File: config.mk
export PLATFORM = sky130hd
export DESIGN_NAME = iie_cell
export DESIGN_NICKNAME = d
export VERILOG_FILES = /design/src/rtl/iie_pkg.sv /design/src/rtl/iie_cell.sv
export SDC_FILE = /design/constraint.sdc
export NUM_CORES = 1
export LEC_CHECK = 0
export BUFFER_PORTS_ARGS = -buffer_cell sky130_fd_sc_hd__buf_4
export CELL_PAD_IN_SITES_DETAIL_PLACEMENT = 1
export CELL_PAD_IN_SITES_GLOBAL_PLACEMENT = 1
export CORE_MARGIN = 4
export CORE_UTILIZATION = 29
export CTS_BUF_LIST = sky130_fd_sc_hd__clkbuf_16
export CTS_CLUSTER_SIZE = 40
export DETAILED_ROUTE_END_ITERATION = 8
export PLACE_DENSITY_LB_ADDON = 0.1
export SETUP_SLACK_MARGIN = 0.02
export SLEW_MARGIN = 20
export SYNTH_ARGS = -nofsm -noshare
export SYNTH_HDL_FRONTEND = slang
export SYNTH_SLANG_ARGS = --single-unit
File: constraint.sdc
create_clock -name clk_i -period 8.3 [get_ports clk_i]
set_clock_uncertainty 0.05 [all_clocks]
set_input_delay 1.66 -clock clk_i [delete_from_list [all_inputs] [get_ports clk_i]]
set_output_delay 1.66 -clock clk_i [all_outputs]
set_load 0.01 [all_outputs]
File: src/rtl/iie_pkg.sv
// ----------------------------------------------------------------------------
// iie_pkg: shared types and constants for the indexed insert/erase list
// Beat structs, action and status codes, and the per-cycle shift command
// that the control block hands to the row of storage cells.
// ----------------------------------------------------------------------------
package iie_pkg;

  // Action codes carried in the input beat.
  typedef enum logic [1:0] {
    ACT_INSERT = 2'd0,
    ACT_ERASE  = 2'd1,
    ACT_READ   = 2'd2
  } act_e;

  // Status codes reported with every result beat.
  typedef enum logic [1:0] {
    ST_OK    = 2'd0,
    ST_RANGE = 2'd1,
    ST_FULL  = 2'd2
  } status_e;

  typedef logic signed [31:0] word_t;

  // Value returned by a read at an index past the end of the list.
  localparam word_t FailWord = 32'sh8000_0000;

  // Number of cell taps combined in one first-level group of the read tree.
  localparam int GroupSize = 32;

  // Input beat.
  typedef struct packed {
    logic [1:0] action;
    logic [5:0] position;
    word_t      value;
  } in_item_t;

  // Result beat.
  typedef struct packed {
    word_t      read_value;
    logic [1:0] status;
    logic [6:0] count;
    logic       is_empty;
  } out_item_t;

  // Shift command broadcast along the row of cells.
  typedef struct packed {
    logic insert;
    logic erase;
    logic read;
  } cmd_t;

endpackage

File: src/rtl/iie_cell.sv
// ----------------------------------------------------------------------------
// iie_cell: one storage cell of the list
// Holds a single entry. On insert it takes its lower neighbour's word if above the
// insert index (the new value at it); on erase at or above the index, its upper neighbour's.
// It drives its word onto a read tap when the read index matches its own.
// ----------------------------------------------------------------------------
module iie_cell
  import iie_pkg::*;
#(
  parameter int IDX   = 0,
  parameter int CMP_W = 7
) (
  input  logic             clk_i,
  input  cmd_t             cmd_i,
  input  logic [CMP_W-1:0] pos_i,
  input  word_t            value_i,
  input  word_t            lower_i,
  input  word_t            upper_i,
  output word_t            word_o,
  output word_t            tap_o
);

  localparam logic [CMP_W-1:0] MyIdx = CMP_W'(IDX);

  word_t word_q;
  word_t word_d;

  // Choose the next word from the shift command and this cell's index.
  always_comb begin
    word_d = word_q;
    if (cmd_i.insert) begin
      if (MyIdx == pos_i) begin
        word_d = value_i;
      end else if (MyIdx > pos_i) begin
        word_d = lower_i;
      end
    end else if (cmd_i.erase) begin
      if (MyIdx >= pos_i) begin
        word_d = upper_i;
      end
    end
  end

  // Entry storage needs no reset; unwritten cells are never read.
  always_ff @(posedge clk_i) begin
    word_q <= word_d;
  end

  // Read tap: zero unless this cell is the one addressed.
  assign tap_o  = (cmd_i.read && (MyIdx == pos_i)) ? word_q : '0;
  assign word_o = word_q;

endmodule

==> impl_results.md <==
* Pwr dens at 131.4 nW/um2
* RSZ-0062 raised after global routing: no
* Seq/Total Area, Yosys at between 40% and 50%
* Final ANT Viol Nets at 0
* Vias per cell at ~5.1
* Synth Cell Area at 2105 um2
* Placed insts at 469
* Largest register FFs at 32
* Initial antenna violation count at 0
* Max Cap Viol at 0
* NumNets Final at approximately 490
* Finished Cell Area at 3570 um2
* Warnings from Yosys at 0
* Met1 usage at 21.76%
* Vias in the first global route at 2481
* GR Overflow Total at 0
* Final hold viol count at 0
* Total GRT Usage at between 10% and 20%
* Routing usage on met3 at around 5.5%
* Met2 Track Usage GR at 33.47%
* Peak VDD IR at approximately 0.000070 V
* FMAX at 179.7 MHz
* Critical path cell sequence: buf_4 > or4_1 > nor2_4 > buf_4 > and3_1 > buf_4
* Core ar. at between 6000 and 7000 um2
* H-Tree Level Count at 2
* Crit-path slowest cell: or4_1
* Critical Path RT at roughly 6.6 ns
* Worst min path class: in -> reg
* Wire per inst at 18.14 um
* TritonCTS buffer count at 5
* First-pass GRT wire length at approximately 13000 um
* Clock transition at path regs at approximately 0.06 ns
* Max transition margin at a little over two fifths
* CTS tree: yes
* Critical path launch point type: input pin
* #FFs+latches synth at 32
* Placement Setup Slack at approximately 2.7 ns
* # DRC at 0
* Avg Synthesized Cell Area at roughly 9.4 um2
* DRT Pass-1 Iters at 4
* Hold endpoint: word_o[5]
* Ports at ~170
* WS Path Type: in -> out
* Endpoint class of the critical path: output pin
* Worst Max-Slew Pin Slew at 0.8536 ns
* Area Overhead vs Synth at 69.62%
* Synth unique cells at 20
* Ratio of final minimum period to clock period at 67.06%
* Layout cells sized above 1 at about 48%
* Setup tns final at 0 ns
* Final setup fails at 0
* Post-cts resize count at 0
* Clk Tree Root Cell: clkbuf_16
* FILL cells at 853
* Hold Buf Count CTS at 0
* Power consumption at about 0.47 mW
* Post-CTS Setup Bufs at 0
* Placement Cell Area at between 3000 and 4000 um2
* Max stage delay on crit path at ~0.7 ns
* Synthesized net count at about 330
* Hold Crit Start: upper_i[5]
* CTS Sinks at 32
* Iter 0 DRT Violations at 85
* Crit path arrival time at 3.86 ns
* Status: finished clean
* Post-Route WL at 8654 um
* Layout Cells excl Fill at between 400 and 500
* DIE AREA at about 8700 um2
* Post-Synthesis Cells at around 230
* Most used cell, CP: buf_4
* Final Max Tran Viols at 0
* Number of port buffers at 170
* Final worst setup slack at between 2 and 3 ns
* CP Max Fanout at 31
* Leakage at approximately 1.7 nW
* Largest net degree at the start of global routing at 65
* Final GP Congestion at 0.7308
* Via count at 2420
* Effective utilization at floorplan at 30.47%
* Chip Width at 93.19 um
* Number of diodes at 0
* Deepest clock path buffer count at 2
* Tmin final at around 5.6 ns
* Site Rows at 30
* Worst Hold Depth at 2
* Busiest layer in global routing: met2
* Die Y at 93.19 um
critical path, delay by kind of cell:
| family | cells | cell delay [ns] |
|---|---|---|
| buf+inv | 3 | 0.63 |
| simple gates | 3 | 1.55 |
layer usage:
metal,routed length [um],share of wire [%],vias up
met2,4406,51,115
met5,0,0,-
met3,750,8.7,9
met1,3352,39,1137
li1,-,-,1159
met4,144,1.7,0
logic make-up after synthesis:
family / Yosys count / synth area share (%)
flops: 32 / 45.66
simple gates: 99 / 25.51
compound gates: 67 / 22.24
buf+inv: 27 / 6.599
cell usage in the layout (no fill, tap or decap), types with 3 or more instances in the layout:
| master | instances |
|---|---|
| and2_1 | 24 |
| a21oi_1 | 26 |
| nand3_1 | 6 |
| clkbuf_16 | 5 |
| o21ai_0 | 8 |
| nor2_1 | 8 |
| nand2_1 | 24 |
| edfxtp_1 | 32 |
| buf_4 | 174 |
| and3_1 | 32 |
| a31oi_1 | 8 |
| a221o_1 | 24 |
| clkinv_1 | 3 |
synth_stat cells:
master,count,area share (%)
and3_1,32,9.5
edfxtp_1,32,46
a21oi_1,26,6.2
a221o_1,24,11
and2_1,24,7.1
nand2_1,24,4.3
clkbuf_1,16,2.9
a31oi_1,8,2.4
nor2_1,8,1.4
o21ai_0,8,1.9
buf_2,6,1.4
nand3_1,6,1.4
buf_6,4,2.1
clkinv_1,1,0.18
nor2_4,1,0.54
nor3_1,1,0.24
nor4_1,1,0.30
o21a_1,1,0.36
or3_1,1,0.30
or4_1,1,0.36
per-stage QoR:
| step | hold WS (ns) | utilization (%) |
|---|---|---|
| 6_report | 1.633 | 51.68 |
| 2_1_floorplan | 1.825 | - |
| 4_1_cts | 1.631 | 51.68 |
| 3_3_place_gp | 1.915 | 49.33 |
| 3_5_place_dp | 1.918 | 49.33 |
| 5_1_grt | 1.637 | 51.68 |
how the worst max path moves through the flow:
| stage | startpoint | endpoint | slack, ns |
|---|---|---|---|
| 6_report | pos_i[4] | tap_o[28] | 2.73 |
| 5_1_grt | pos_i[4] | tap_o[28] | 2.59 |
| 4_1_cts | pos_i[4] | tap_o[28] | 2.73 |
| 3_3_place_gp | pos_i[4] | tap_o[23] | 2.77 |
| 2_1_floorplan | pos_i[4] | tap_o[22] | 3.70 |
| 3_5_place_dp | pos_i[4] | tap_o[28] | 2.73 |
power breakdown:
| group | switching (mW) | internal [mW] |
|---|---|---|
| Clock | 0.0700 | 0.139 |
| Sequential | 0.000449 | 0.180 |
| Combinational | 0.0310 | 0.0480 |
| Total | 0.101 | 0.368 |
cell type report:
type                            instances  area [um2]  area share (%)
Tap cell                               96       120.1           3.365
Timing Repair Buffer                  174        1306           36.59
Clock buffer                            5       125.1           3.505
Multi-Input combinational cell        166        1016           28.46
Sequential cell                        32       960.9           26.92
Inverter                                1       3.754          0.1052
Clock inverter                          3       37.54           1.052
(Power assumes the default switching activity.)
