[src/rtl/iie_pkg.sv]
// ----------------------------------------------------------------------------
// iie_pkg: shared types and constants for the indexed insert/erase list
// Beat structs, action and status codes, and the per-cycle shift command
// that the control block hands to the row of storage cells.
// ----------------------------------------------------------------------------
package iie_pkg;

  // Action codes carried in the input beat.
  typedef enum logic [1:0] {
    ACT_INSERT = 2'd0,
    ACT_ERASE  = 2'd1,
    ACT_READ   = 2'd2
  } act_e;

  // Status codes reported with every result beat.
  typedef enum logic [1:0] {
    ST_OK    = 2'd0,
    ST_RANGE = 2'd1,
    ST_FULL  = 2'd2
  } status_e;

  typedef logic signed [31:0] word_t;

  // Value returned by a read at an index past the end of the list.
  localparam word_t FailWord = 32'sh8000_0000;

  // Number of cell taps combined in one first-level group of the read tree.
  localparam int GroupSize = 32;

  // Input beat.
  typedef struct packed {
    logic [1:0] action;
    logic [5:0] position;
    word_t      value;
  } in_item_t;

  // Result beat.
  typedef struct packed {
    word_t      read_value;
    logic [1:0] status;
    logic [6:0] count;
    logic       is_empty;
  } out_item_t;

  // Shift command broadcast along the row of cells.
  typedef struct packed {
    logic insert;
    logic erase;
    logic read;
  } cmd_t;

endpackage

[src/rtl/iie_ctrl.sv]
// ----------------------------------------------------------------------------
// iie_ctrl: list control and element count
// Decodes each accepted beat against the current count, decides the status,
// issues the shift command to the cells and keeps the element count.
// ----------------------------------------------------------------------------
module iie_ctrl
  import iie_pkg::*;
#(
  parameter int DEPTH = 64,
  parameter int CNT_W = 7,
  parameter int CMP_W = 7
) (
  input  logic             clk_i,
  input  logic             rst_ni,
  input  logic             accept_i,
  input  in_item_t         item_i,
  output cmd_t             cmd_o,
  output logic [CMP_W-1:0] pos_o,
  output status_e          status_o,
  output logic             fail_read_o,
  output logic [CNT_W-1:0] count_o
);

  localparam logic [CNT_W-1:0] Full = CNT_W'(DEPTH);

  logic [CNT_W-1:0] count_q;
  logic [CNT_W-1:0] count_d;
  logic [CMP_W-1:0] count_w;
  cmd_t             cmd;

  assign pos_o   = CMP_W'(item_i.position);
  assign count_w = CMP_W'(count_q);

  // Decode the action and check the index against the current count.
  always_comb begin
    cmd         = '0;
    status_o    = ST_OK;
    fail_read_o = 1'b0;
    unique case (act_e'(item_i.action))
      ACT_INSERT: begin
        if (count_q == Full) begin
          status_o = ST_FULL;
        end else if (pos_o > count_w) begin
          status_o = ST_RANGE;
        end else begin
          cmd.insert = 1'b1;
        end
      end
      ACT_ERASE: begin
        if (pos_o >= count_w) begin
          status_o = ST_RANGE;
        end else begin
          cmd.erase = 1'b1;
        end
      end
      ACT_READ: begin
        if (pos_o >= count_w) begin
          status_o    = ST_RANGE;
          fail_read_o = 1'b1;
        end else begin
          cmd.read = 1'b1;
        end
      end
      default: begin
        // Unused code: no change, status ok.
        cmd = '0;
      end
    endcase
  end

  assign cmd_o = accept_i ? cmd : '0;

  // Element count follows successful inserts and erases.
  always_comb begin
    count_d = count_q;
    if (cmd_o.insert) begin
      count_d = count_q + CNT_W'(1);
    end else if (cmd_o.erase) begin
      count_d = count_q - CNT_W'(1);
    end
  end

  always_ff @(posedge clk_i or negedge rst_ni) begin
    if (!rst_ni) begin
      count_q <= '0;
    end else begin
      count_q <= count_d;
    end
  end

  assign count_o = count_d;

`ifndef SYNTHESIS
  a_count_bound: assert property (@(posedge clk_i) disable iff (!rst_ni)
    count_q <= Full)
    else $error("element count exceeds capacity");

  a_count_idle: assert property (@(posedge clk_i) disable iff (!rst_ni)
    !accept_i |=> $stable(count_q))
    else $error("element count changed without an accepted beat");

  a_count_insert: assert property (@(posedge clk_i) disable iff (!rst_ni)
    cmd_o.insert |=> count_q == $past(count_q) + CNT_W'(1))
    else $error("insert did not grow the list by one");
`endif

endmodule
[config.mk]
export PLATFORM = sky130hd
export DESIGN_NAME = iie_ctrl
export DESIGN_NICKNAME = d
export VERILOG_FILES = /design/src/rtl/iie_pkg.sv /design/src/rtl/iie_ctrl.sv
export SDC_FILE = /design/constraint.sdc
export NUM_CORES = 1
export LEC_CHECK = 0
export BUFFER_PORTS_ARGS = -buffer_cell sky130_fd_sc_hd__buf_2
export CAP_MARGIN = 10
export CORE_UTILIZATION = 36
export DETAILED_ROUTE_END_ITERATION = 10
export GPL_TIMING_DRIVEN = 1
export PLACE_DENSITY = 0.75
export SLEW_MARGIN = 40
export SYNTH_ARGS = -nofsm -noshare
export SYNTH_HDL_FRONTEND = slang
export SYNTH_SLANG_ARGS = --single-unit
[constraint.sdc]
create_clock -name clk_i -period 3.09 [get_ports clk_i]
set_clock_uncertainty 0.15 [all_clocks]
set_input_delay 0.309 -clock clk_i [delete_from_list [all_inputs] [get_ports clk_i]]
set_output_delay 0.309 -clock clk_i [all_outputs]
set_load 0.005 [all_outputs]
==> flow_results.org <==
** Worst setup path
- Highest-delay cell along the critical path :: sky130_fd_sc_hd__dfrtp_1
- Worst Setup End Kind :: primary output
- STA puts the critical path data arrival time at 2.48 ns.
- Critical Setup Path Class :: reg -> out
- For this run, the slowest stage of the critical path takes 0.45 ns.
- The critical path goes through ha_1 > nand2b_1 > a211o_1 > a21oi_2 > and3_1 > a22o_1 > xor2_1 > buf_2.
- Required time of the critical path :: 2.63 ns
- Highest net fanout along the worst path :: 6
- Critical Path Start Type :: flop

** Min path
- In this run the worst hold path is classified as in -> async.

** Synthesis
- The netlist uses 34 different library cells.
- Of the post-synthesis cell area, the dominant cell type holds 0.2174.
- The number of nets in the synthesized netlist is 145.
- Commonest register cell after synthesis :: sky130_fd_sc_hd__dfrtp_1
- Number of flops mapped to enable cells by yosys :: 0
- FFs w/ async S/R, synth :: 1.000
- In this run the cell area of the synthesized design comes to 805.8 um^2.
- Per-instance average area after synthesis :: 8.953 um^2
- After synthesis the netlist holds a flip-flop and latch count of 7.
- Library cell with the highest instance count after synthesis :: sky130_fd_sc_hd__ha_1
- Library cell with the largest summed area after synthesis :: sky130_fd_sc_hd__dfrtp_1
- For this run, the register share of the synthesized area comes to 0.2174.
- Cell count after synthesis :: 90
- Top cells by instance count after synthesis :: 12 x sky130_fd_sc_hd__ha_1, 9 x sky130_fd_sc_hd__inv_1, 7 x sky130_fd_sc_hd__buf_4, 7 x sky130_fd_sc_hd__dfrtp_1, 7 x sky130_fd_sc_hd__nor2_1
- Synthesis warning total :: 0
- Synth top area cells :: sky130_fd_sc_hd__dfrtp_1 22%, sky130_fd_sc_hd__ha_1 19%, sky130_fd_sc_hd__buf_4 6.5%

** Detailed routing
- The routed design has 1725 um of wire.
- Dividing the detail-routed via count by the number of cells gives 5.201.
- Via total after detailed routing :: 749
- Iteration-0 DRC Markers :: 14
- Length of the first detailed-routing pass in iterations :: 4
- The detail route stage leaves a number of antenna-violating nets equal to 0.
- For this run, design rule violations remaining after detail routing come to 0.
- Avg WL per Cell :: 11.98 um

** Die
- Overall die area :: 2431 um^2
- The floorplan step set the die height to 49.31 um.
- The floorplan has 16 rows.
- Die extent in x :: 49.31 um
- In this run the count of I/O pins placed on the die edge is 63.
- Initial Utilization :: 0.3946
- Core region area :: 2042 um^2

** Cells and area
- The layout has 213 filler cells.
- Register name with the most flops :: count_q
- The number of antenna diodes in the final layout is 0.
- The register with the most flip-flops in the layout has 7 of them.
- Net count of the finished layout :: 173
- Largest registers ranked by flip-flop count :: count_q x7
- Relative to the synthesized area, the layout overhead comes to 22.83%.
- Layout cell share with drive strength beyond 1 :: 0.3675

** Clocking
- Clock root cell :: sky130_fd_sc_hd__clkbuf_4
- Number of clock sinks seen by CTS :: 7
- After clock tree synthesis, the clock-pin slew on the worst setup and hold paths is 0.05 ns.
- Clock latency of the later-clocked register in the worst-skew pair :: 0.25 ns
- Max Buffers Root-to-Sink :: 2
- The number of clock buffers added by TritonCTS is 3.
- H-tree levels :: 1
- CTS tree :: yes

** Timing
- Setup violations remaining at the end of the flow were counted as 0.
- Post-route setup TNS :: 0 ns
- Final count of hold timing violations :: 0
- Dividing the final minimum period by the clock period gives 0.9502.
- For the finished layout, the period the worst path requires is 2.936 ns.
- Setup repair after global routing left no endpoint under its margin.
- Fmax :: 340.6 MHz
- The final max-slew violation count is 0.
- Worst hold slack :: 0.2807 ns

** Power and ir drop
- Across the VDD grid, the largest voltage drop is 0.4198 mV.
- For this design the static power due to leakage is 0.0005064 uW.
- Power per cell area :: 718.1 nW/um^2
- Overall power of the completed layout :: 710.7 uW

** Place
- Routability-driven placement finished with a final weighted congestion of 0.7925.
- During placement, the flow inserted port buffers numbering 29.
- Sum of net half-perimeters after detailed placement :: 1423 um

** Outcome
- Outcome :: completed

** Global route
- Wire length of the first global-routing pass :: 2794 um
- Largest net degree at the start of global routing :: 10
- Antenna violations before repair :: 0
- The number of global-route vias before repair is 687.
- All-layer global routing usage :: 0.1508
- Total grt overflow :: 0

** Job
- Max-cap violations in this run came to 0.
## final timing paths
check                           start         end  slack, ns  depth (start not counted)
max                        count_q[0]  count_o[6]       0.15                          8
min                            rst_ni  count_q[3]       0.28                          2
max reg2reg                count_q[0]  count_q[5]       0.77                          7
min reg2reg                count_q[6]  count_q[6]       0.43                          1
max in group asynchronous      rst_ni  count_q[1]       2.36                          2
min in group clk_i           accept_i  count_q[1]       0.43                          5
## cells by family after synthesis
group                      synth area share
DFF                                  0.2174
and+or+nand+nor                      0.2236
adders and majority gates            0.1863
AOI/OAI and AO/OA                    0.1693
buffers and inverters                0.1211
xor gates and xnor gates            0.06522
muxes                               0.01242
other                              0.004654
## layer usage
layer | GRT usage | routed length, um
met5 | 0 | 0
met1 | 0.1651 | 746
met3 | 0.06231 | 126
met4 | 0.02941 | 0
met2 | 0.2694 | 852
## power by group
group / switching (uW) / total [uW] / internal, uW
Combinational: 228 / 429 / 201
Clock: 31.7 / 80.8 / 49.1
Sequential: 68.7 / 200 / 132
## layout by cell type, fill, tap and decap left out, types with 4 or more instances in the layout
| cell type | Yosys | layout |
|---|---|---|
| sky130_fd_sc_hd__and3_1 | 4 | 4 |
| sky130_fd_sc_hd__buf_2 | 0 | 29 |
| sky130_fd_sc_hd__dfrtp_1 | 7 | 7 |
| sky130_fd_sc_hd__ha_1 | 12 | 12 |
| sky130_fd_sc_hd__inv_1 | 9 | 9 |
| sky130_fd_sc_hd__nand3_1 | 4 | 4 |
| sky130_fd_sc_hd__nor2_1 | 7 | 7 |
| sky130_fd_sc_hd__xnor2_1 | 5 | 5 |
## cell type report
cell class | instances | area [um^2] | share of cell area
Timing Repair Buffer | 31 | 175.2 | 0.1770
Tap cell | 27 | 33.78 | 0.03413
Sequential cell | 7 | 175.2 | 0.1770
Inverter | 9 | 33.78 | 0.03413
Multi-Input combinational cell | 66 | 545.5 | 0.5512
Clock buffer | 4 | 26.28 | 0.02655
## metrics by stage
stage               instances  instance area (um^2)  worst slack (ns)  utilization
global placement          138                 920.9            0.4077       0.4510
global route              144                 989.7           0.01138       0.4847
floorplan                  90                 805.8            0.6983            -
CTS                       143                 957.2           0.08524       0.4688
detailed placement        138                 920.9            0.3662       0.4510
finish                    144                 989.7            0.1539       0.4847
## critical path, delay by kind of cell (launching register included)
family / cells / cell delay [ns]
AOI/OAI and AO/OA: 3 / 0.73
DFF: 1 / 0.45
and+or+nand+nor: 2 / 0.40
xor gates and xnor gates: 1 / 0.18
adders and majority gates: 1 / 0.32
buffers and inverters: 1 / 0.14
## timing repair
item | CTS | global route
hold buffers | 1 | 0
endpoints found under the setup margin | 0 | 4
endpoints found under the hold margin | 7 | 0
resized for setup | 0 | 3
buffers inserted | 0 | 1
Note: power is estimated with default switching activity, not from simulation.
